**src/ghpdf_pkg.sv**
```systemverilog
package ghpdf_pkg;

    // Histogram geometry and counter width
    localparam int BIN_COUNT  = 256;
    localparam int COUNT_BITS = 24;
    localparam int IDX_BITS   = $clog2(BIN_COUNT);

    // Port field widths
    localparam int OP_W  = 2;
    localparam int PIX_W = 8;
    localparam int OUT_W = 24;

    // Q1.16 probability: 16 fraction bits, 17 bits to hold exactly one
    localparam int FRAC_BITS = 16;
    localparam int PROB_BITS = FRAC_BITS + 1;
    localparam logic [PROB_BITS-1:0] PROB_ONE = PROB_BITS'(1) << FRAC_BITS;

    localparam logic [COUNT_BITS-1:0] COUNT_MAX = '1;

    typedef enum logic [OP_W-1:0] {
        OP_ADD   = 2'd0,
        OP_READ  = 2'd1,
        OP_CLEAR = 2'd2
    } t_op;

    typedef enum logic [2:0] {
        S_IDLE,
        S_ADD,
        S_RDWAIT,
        S_DIV,
        S_FIN
    } t_state;

    typedef struct packed {
        logic accept;     // latch the item, issue the bin read
        logic clear;      // zero all bins and the total
        logic wr_add;     // write back the incremented bin
        logic div_start;  // start the probability divide
        logic load_out;   // fill the output register
    } t_dp_cmd;

    typedef struct packed {
        logic add_ok;     // presented item is an add to a bin that exists
        logic op_read;    // presented item is a read
        logic op_clear;   // presented item is a clear
        logic total_zero; // running total is zero
        logic div_done;   // divide finished this cycle
    } t_dp_status;

    function automatic logic [COUNT_BITS-1:0] sat_inc(input logic [COUNT_BITS-1:0] v);
        return (v == COUNT_MAX) ? v : COUNT_BITS'(v + 1'b1);
    endfunction

    function automatic logic [OUT_W-1:0] to_out(input logic [COUNT_BITS-1:0] v);
        logic [31:0] w;
        w = 32'(v);
        return w[OUT_W-1:0];
    endfunction

endpackage

```
**src/ghpdf_ctrl.sv**
```systemverilog
module ghpdf_ctrl (
    input  logic                  i_clk,
    input  logic                  i_rst_n,
    input  logic                  i_in_valid,
    output logic                  o_in_stall,
    input  logic                  i_out_stall,
    output logic                  o_out_valid,
    output ghpdf_pkg::t_dp_cmd    o_cmd,
    input  ghpdf_pkg::t_dp_status i_st
);

    import ghpdf_pkg::*;

    t_state r_state, n_state;
    logic   r_out_valid, n_out_valid;

    always_ff @(posedge i_clk) begin
        if (!i_rst_n) begin
            r_state     <= S_IDLE;
            r_out_valid <= 1'b0;
        end else begin
            r_state     <= n_state;
            r_out_valid <= n_out_valid;
        end
    end

    always_comb begin
        n_state    = r_state;
        o_cmd      = '0;
        o_in_stall = 1'b1;
        unique case (r_state)
            S_IDLE: begin
                o_in_stall = 1'b0;
                if (i_in_valid) begin
                    o_cmd.accept = 1'b1;
                    o_cmd.clear  = i_st.op_clear;
                    if (i_st.add_ok) begin
                        n_state = S_ADD;
                    end else if (i_st.op_read) begin
                        n_state = S_RDWAIT;
                    end
                end
            end
            S_ADD: begin
                o_cmd.wr_add = 1'b1;
                n_state      = S_IDLE;
            end
            S_RDWAIT: begin
                if (i_st.total_zero) begin
                    n_state = S_FIN;
                end else begin
                    o_cmd.div_start = 1'b1;
                    n_state         = S_DIV;
                end
            end
            S_DIV: begin
                if (i_st.div_done) begin
                    n_state = S_FIN;
                end
            end
            S_FIN: begin
                if (!r_out_valid || !i_out_stall) begin
                    o_cmd.load_out = 1'b1;
                    n_state        = S_IDLE;
                end
            end
            default: begin
                n_state = S_IDLE;
            end
        endcase

        n_out_valid = r_out_valid;
        if (o_cmd.load_out) begin
            n_out_valid = 1'b1;
        end else if (!i_out_stall) begin
            n_out_valid = 1'b0;
        end
    end

    assign o_out_valid = r_out_valid;

endmodule

```
**config.mk**
```make
export PLATFORM = sky130hd
export DESIGN_NAME = ghpdf_ctrl
export DESIGN_NICKNAME = d
export VERILOG_FILES = /design/src/ghpdf_pkg.sv /design/src/ghpdf_ctrl.sv
export SDC_FILE = /design/constraint.sdc
export NUM_CORES = 1
export LEC_CHECK = 0
export BUFFER_PORTS_ARGS = -buffer_cell sky130_fd_sc_hd__clkbuf_2
export CAP_MARGIN = 20
export CORE_AREA = 10 10 47 49
export CTS_CLUSTER_DIAMETER = 80
export CTS_CLUSTER_SIZE = 40
export DETAILED_ROUTE_END_ITERATION = 12
export DIE_AREA = 0 0 57 59
export PLACE_DENSITY = 0.48
export SYNTH_ARGS = -nofsm -noshare
export SYNTH_HDL_FRONTEND = slang
export SYNTH_SLANG_ARGS = --single-unit
```
**constraint.sdc**
```tcl
create_clock -name i_clk -period 1.25 [get_ports i_clk]
set_clock_uncertainty 0.1 [all_clocks]
set_input_delay 0.125 -clock i_clk [delete_from_list [all_inputs] [get_ports i_clk]]
set_output_delay 0.125 -clock i_clk [all_outputs]
set_load 0.1 [all_outputs]
```
* Word-level counts from Yosys, hierarchy flattened
Index checks and enable logic that the tools add are counted.
Word-level totals: register bits after elaboration 4, input port bits 9, output and inout port bits 7, word-level logic and storage cells 33
Cells by class: equal/unequal tests 9, muxes and demuxes 17, reductions and logical operators 5
Operator list (number):
- $mux 3 | 6
- $pmux 3 s4 | 1
- $mux 1 | 8
- $eq 3x2->1 const B | 2
- $ne 2x2->1 const B | 3
- $mux 2 | 2
- $reduce_and 4->1 | 1
- $eq 3x1->1 const B | 1
- $eq 3x3->1 const B | 1
- $logic_not 3->1 | 1
- $ne 3x3->1 const B | 1
- $logic_not 1->1 | 2
- $ne 2x1->1 const B | 1
- $logic_or 1x1->1 | 1

* Depth between registers and ports, before layout
Gate-level depths: netlist of the first run.
depth after elaboration 5, gate-level depth with buffers 4, depth with buffers taken out 3

* Worst setup path before layout of the first run
OpenSTA, ideal clock, no wires.
path kind reg2out, start register r_state[1], end output port o_cmd[1] (netlist name), arrival time 2528 ps, required time 1025 ps, setup slack -1503 ps, cell stages (with the launch flop) 3, buffers on the path 0, cell sequence dfxtp_1 nand2b_1 nor3_1
RTL lines:
- from (decl) | RTL line ghpdf_ctrl.sv:14 | t_state r_state, n_state;
- from (signal assigned) | RTL line ghpdf_ctrl.sv:22 | r_state <= n_state;
- to (decl) | RTL line ghpdf_ctrl.sv:8 | output ghpdf_pkg::t_dp_cmd o_cmd,

==> results of run 1 <==
state kept, by name, indices dropped and copies added (netlist names):
name and cells:
r_state 3, o_out_valid 1
stage by stage:
step,hold WS (ps),instances,util [%]
floorplan,167,33,-
global placement,306,69,38.1
detailed placement,317,69,38.1
CTS,69.6,76,44.6
global route,73.5,78,46.5
finish,77.7,78,46.5
repair_timing:
item                       in CTS  in global routing
hold endpoints to repair        0                  0
resized for setup              12                  4
pin swaps                       5                  6
buffers inserted                3                  2
setup endpoints to repair       8                  9
kinds of logic after synthesis:
family / count (synthesis) / synth area share (%)
flops: 4 / 30.3
simple gates: 15 / 34.6
compound gates: 8 / 22.3
buf+inv: 6 / 12.8
worst paths after layout:
path                                               start                       end
worst max register to register   r_state[0]$_SDFFE_PN0P_   r_state[2]$_SDFFE_PN0P_
worst max-delay path             r_state[0]$_SDFFE_PN0P_                  o_cmd[0]
worst min-delay path                             i_rst_n   r_state[1]$_SDFFE_PN0P_
worst min register to register  o_out_valid$_SDFFE_PN0P_  o_out_valid$_SDFFE_PN0P_
synthesized netlist by cell type:
library cell / n
nand2_1: 2
a21oi_1: 3
and3_1: 3
nand2b_1: 2
nor2_1: 1
nand4_1: 1
and4_1: 1
o21ai_0: 1
inv_1: 4
or2_2: 1
buf_4: 1
dfxtp_1: 4
o32ai_1: 1
and2_1: 1
a21boi_1: 1
or3b_4: 1
nor3_1: 2
buf_6: 1
o2111a_1: 2
area by class of cell:
cell class	instances	area, um^2	area share, %
Sequential cell	4	87.6	13.4
Tap cell	16	20.0	3.07
Clock buffer	4	26.3	4.03
Inverter	4	17.5	2.69
Multi-Input combinational cell	23	215	33.0
Timing Repair Buffer	27	285	43.8
worst register-to-register path: cells and delay by family (launching register included):
family / cells / cell delay, ps
AO/OA/AOI/OAI: 1 / 80
buffers and inverters: 2 / 280
flip-flops: 1 / 330
AND/OR/NAND/NOR: 2 / 620
layer usage:
metal | vias to the layer above | global-route usage [%]
met5 | - | 0
met4 | 0 | 5.37
met3 | 6 | 3.43
met2 | 17 | 8.99
met1 | 151 | 5.24
li1 | 178 | -
power groups by stage:
stage	clock network, uW	registers (uW)	logic [uW]
3_5_place_dp	0	143	302
4_1_cts	179	142	326
5_1_grt	192	144	347
6_report	171	143	333
3_3_place_gp	0	142	302
2_1_floorplan	0	146	180
==> results.cfg, run 1 <==
[cts]
cts_max_level = 1
cts_hold_buf = 0
clk_pin_slew_worst_paths_ps = 40
clock_latency_ps = 230
cts_buffers = 3
cts_tree = done
clk_path_buf_depth = 2
cts-root-buf = clkbuf_4
clkSinkCount = 4

[yosys]
synth-seq-area-share_pct = 30.3
syn_nets = 42
syn_avg_cell_area_um2 = 8.00
yosysTopAreaCellShare_pct = 30.3
yosysTopAreaCell = dfxtp_1
yosys_warnings = 0
ys_ff_latch = 4
synth_cell_type_count = 19
synth_area_leaders = dfxtp_1, o2111a_1, and3_1
synth_area_um2 = 264
netlist_instances = 33

[floorplanning]
die_w_um = 57
die_area_um2 = 3360
ios = 16
die_h_um = 59
rows = 14
core_area_um2 = 1400
start_util_pct = 18.8

[routing]
first_pass_iters = 2
wl_met1_um = 361
met3_length_um = 119
drtIter0Drc = 2
wire_per_inst_um = 12.7
routed.top_layer = met4
wl_met2_um = 475
wl_um = 990
drcViolationCount = 0
via_per_inst = 4.51
detail-route-antenna-nets = 0
dr_total_vias = 352

[global_routing]
antenna_found_initial = 0
grtUsageTotal_pct = 5.80
grt_pass1_wl_um = 1520
grt_max_degree = 5
grt_pass1_vias = 344
grt-ovfl-total = 0

[finish]
layout-drive-gt1-share_pct = 79.0
final_cell_mix = clkbuf_2, buf_4, buf_12, buf_6
antennaDiodeCount = 0
area_growth_pct = 147
num-fill-cells = 143
fin_nets = 72
final_area_um2 = 652

[placed_design]
postPlaceCellArea_um2 = 534
hpwl_um = 725
dp_worst_setup_slack_ps = -77.0
gp_congestion = 0.720
io_buffers = 15

[power_and_ir_drop]
power_frac_seq_pct = 22.1
switching_share_pct = 38.2
clockPowerShare_pct = 26.4
intPower_uw = 400
netSwitchingPower_uw = 247
leakagePower_uw = 0.000293
vdd_ir_drop_max_uv = 587
p_comb_share_pct = 51.5
p_per_area_nw_per_um2 = 993
p_total_uw = 647

[setup_path]
path_delay_family = simple AND/OR/NAND/NOR gates
path_buf_inv = 1
crit_slowest_cell = or3b_4
slowest_delay_ps = 410
cp.arrival_ps = 1310
crit_type = reg2out
path_cells = or3b_4 -> a21oi_4 -> buf_12
required_ps = 1020
r2r_cells = 5
startpoint_type = register
reg2reg_slack_ps = -250
crit_cells = 3
cp-end-kind = output pin
path_max_fanout = 3

[timing]
setup_tns_ps = -1380
tightest_slew_ps = 191
slew_headroom_pct = 87.2
rsz0062_at_grt = yes
period_share_pct = 123
setup_viol = 8
finalHoldViolCount = 0
slew_viol_final = 0
worst_slack_ps = -281
max_freq_mhz = 653
period_needed_ps = 1530

[hold_path]
worstHoldPathCells = 2
hold_path_class = in2reg

[outcome]
violations = negative setup slack
status = complete, but fails checks

[flow_run]
maxCapViolCount = 0
(Power assumes the default switching activity.)
==> inputs of run 2 (changes only) <==
--- a/config.mk
+++ b/config.mk
@@ -14,4 +14,5 @@
 export DIE_AREA = 0 0 57 59
 export PLACE_DENSITY = 0.48
+export SLEW_MARGIN = 40
 export SYNTH_ARGS = -nofsm -noshare
 export SYNTH_HDL_FRONTEND = slang
==> constraint.sdc (replaced) <==
create_clock -name i_clk -period 1.25 [get_ports i_clk]
set_clock_uncertainty 0.1 [all_clocks]
set_input_delay 0.1875 -clock i_clk [delete_from_list [all_inputs] [get_ports i_clk]]
set_output_delay 0.1875 -clock i_clk [all_outputs]
set_load 0.1 [all_outputs]
==> results.cfg, run 2 (synthesis results as in run 1) <==
[outcome]
status = complete, but fails checks
violations = negative setup slack

[hold_path]
hold_end = r_state[1]$_SDFFE_PN0P_
min_from = i_rst_n
worstHoldPathCells = 2
hold_path_class = in2reg

[finish]
fin_cells = 80
largest_reg_flops = 3
area_growth_pct = 159
layout-drive-gt1-share_pct = 81.3
regMostFlops = r_state
final_common_cell = clkbuf_2
antennaDiodeCount = 0
final_cell_mix = clkbuf_2, buf_12, buf_4, buf_6
fin_nets = 74
num-fill-cells = 125

[global_routing]
grt_pass1_vias = 402
antenna_found_initial = 0
grt_max_degree = 5
grtUsageTotal_pct = 6.78
grt_pass1_wl_um = 1760
grt-ovfl-total = 0

[timing]
worst_slack_ps = -353
rsz0062_at_grt = yes
fin_hold_ws_ps = 135
tightest_slew_ps = 186
max_freq_mhz = 624
setup_viol = 10
period_share_pct = 128
period_needed_ps = 1600
slew_viol_final = 0
finalHoldViolCount = 0
slew_headroom_pct = 87.6
setup_tns_ps = -1980

[flow_run]
maxCapViolCount = 0

[floorplanning]
die_w_um = 57
start_util_pct = 18.8
die_area_um2 = 3360
ios = 16
rows = 14
die_h_um = 59
core_area_um2 = 1400

[setup_path]
r2r_end = r_state[2]$_SDFFE_PN0P_
reg2reg_slack_ps = -320
crit_slowest_cell = or3b_4
slowest_delay_ps = 410
path_cells = or3b_4 -> a21oi_4 -> buf_12
r2r_cells = 6
crit_type = reg2out
startpoint_type = register
r2r-start = r_state[0]$_SDFFE_PN0P_
cp-end-kind = output pin
path_max_fanout = 4
required_ps = 960
cp.arrival_ps = 1320

[cts]
clkSinkCount = 4
clock_latency_ps = 240
clk_path_buf_depth = 2
cts-root-buf = clkbuf_4
clk_pin_slew_worst_paths_ps = 40
cts_hold_buf = 0
cts_tree = done
cts_buffers = 3
cts_max_level = 1

[routing]
wire_per_inst_um = 13.9
drtIter0Drc = 4
detail-route-antenna-nets = 0
dr_total_vias = 361
wl_um = 1110
first_pass_iters = 2
via_per_inst = 4.51
drcViolationCount = 0

[placed_design]
gp_congestion = 0.691
hpwl_um = 754
dp.cells = 70
io_buffers = 15

[power_and_ir_drop]
vdd_ir_drop_max_uv = 551
leakagePower_uw = 0.000303
p_per_area_nw_per_um2 = 957
-- run 2: changes by cell type in the layout (fill, tap and decap cells not counted), sizes merged --
cell	delta
buf	+2
-- run 2: worst max path at each step --
stage,startpoint,end,slack (ps),cells after the start
6_report,r_state[0]$_SDFFE_PN0P_,o_cmd[0],-350,3
2_1_floorplan,r_state[1]$_SDFFE_PN0P_,o_cmd[1],-270,2
3_3_place_gp,r_state[0]$_SDFFE_PN0P_,o_cmd[0],-120,3
4_1_cts,r_state[1]$_SDFFE_PN0P_,o_cmd[0],-370,3
5_1_grt,r_state[0]$_SDFFE_PN0P_,o_cmd[0],-380,3
3_5_place_dp,r_state[0]$_SDFFE_PN0P_,o_cmd[0],-140,3
-- run 2: layer usage --
layer,share of wire (%),GRT usage [%]
met1,36,6.29
met2,52,11.0
met3,8.5,2.58
met4,2.8,7.05
met5,0,0
-- run 2: per-stage QoR --
step                      utilization, %  power [uW]  worst slack (ps)  area [um^2]
after floorplan                        -         326              -273          308
after global placement              38.7         445              -122          542
after detailed placement            38.7         447              -145          542
after CTS                           47.2         656              -365          662
after global routing                48.8         683              -384          683
final                               48.8         654              -353          683
-- run 2: final cells by class --
class	count	area, um^2	area share [%]
Clock buffer	4	26.3	3.85
Inverter	4	15.0	2.20
Multi-Input combinational cell	23	220	32.2
Sequential cell	4	90.1	13.2
Tap cell	16	20.0	2.93
Timing Repair Buffer	29	312	45.6
-- run 2: power by group --
part	leakage [uW]	internal [uW]	switching (uW)
sequential	0.0000350	134	9.35
combinational	0.000253	147	190
clock	0.0000150	120	52.6
total	0.000303	401	252
-- run 2: what timing repair did --
item / 4_1_cts / 5_1_grt
buffers inserted: 7 / 1
setup endpoints to repair: 8 / 10
gates cloned: 0 / 0
resized for setup: 13 / 8
pin swaps: 7 / 7
-- run 2: critical path: cells and delay by family, from the launching register on --
family | cells | cell delay (ps)
flops | 1 | 350
compound gates | 1 | 140
simple gates | 1 | 410
buf+inv | 1 | 180
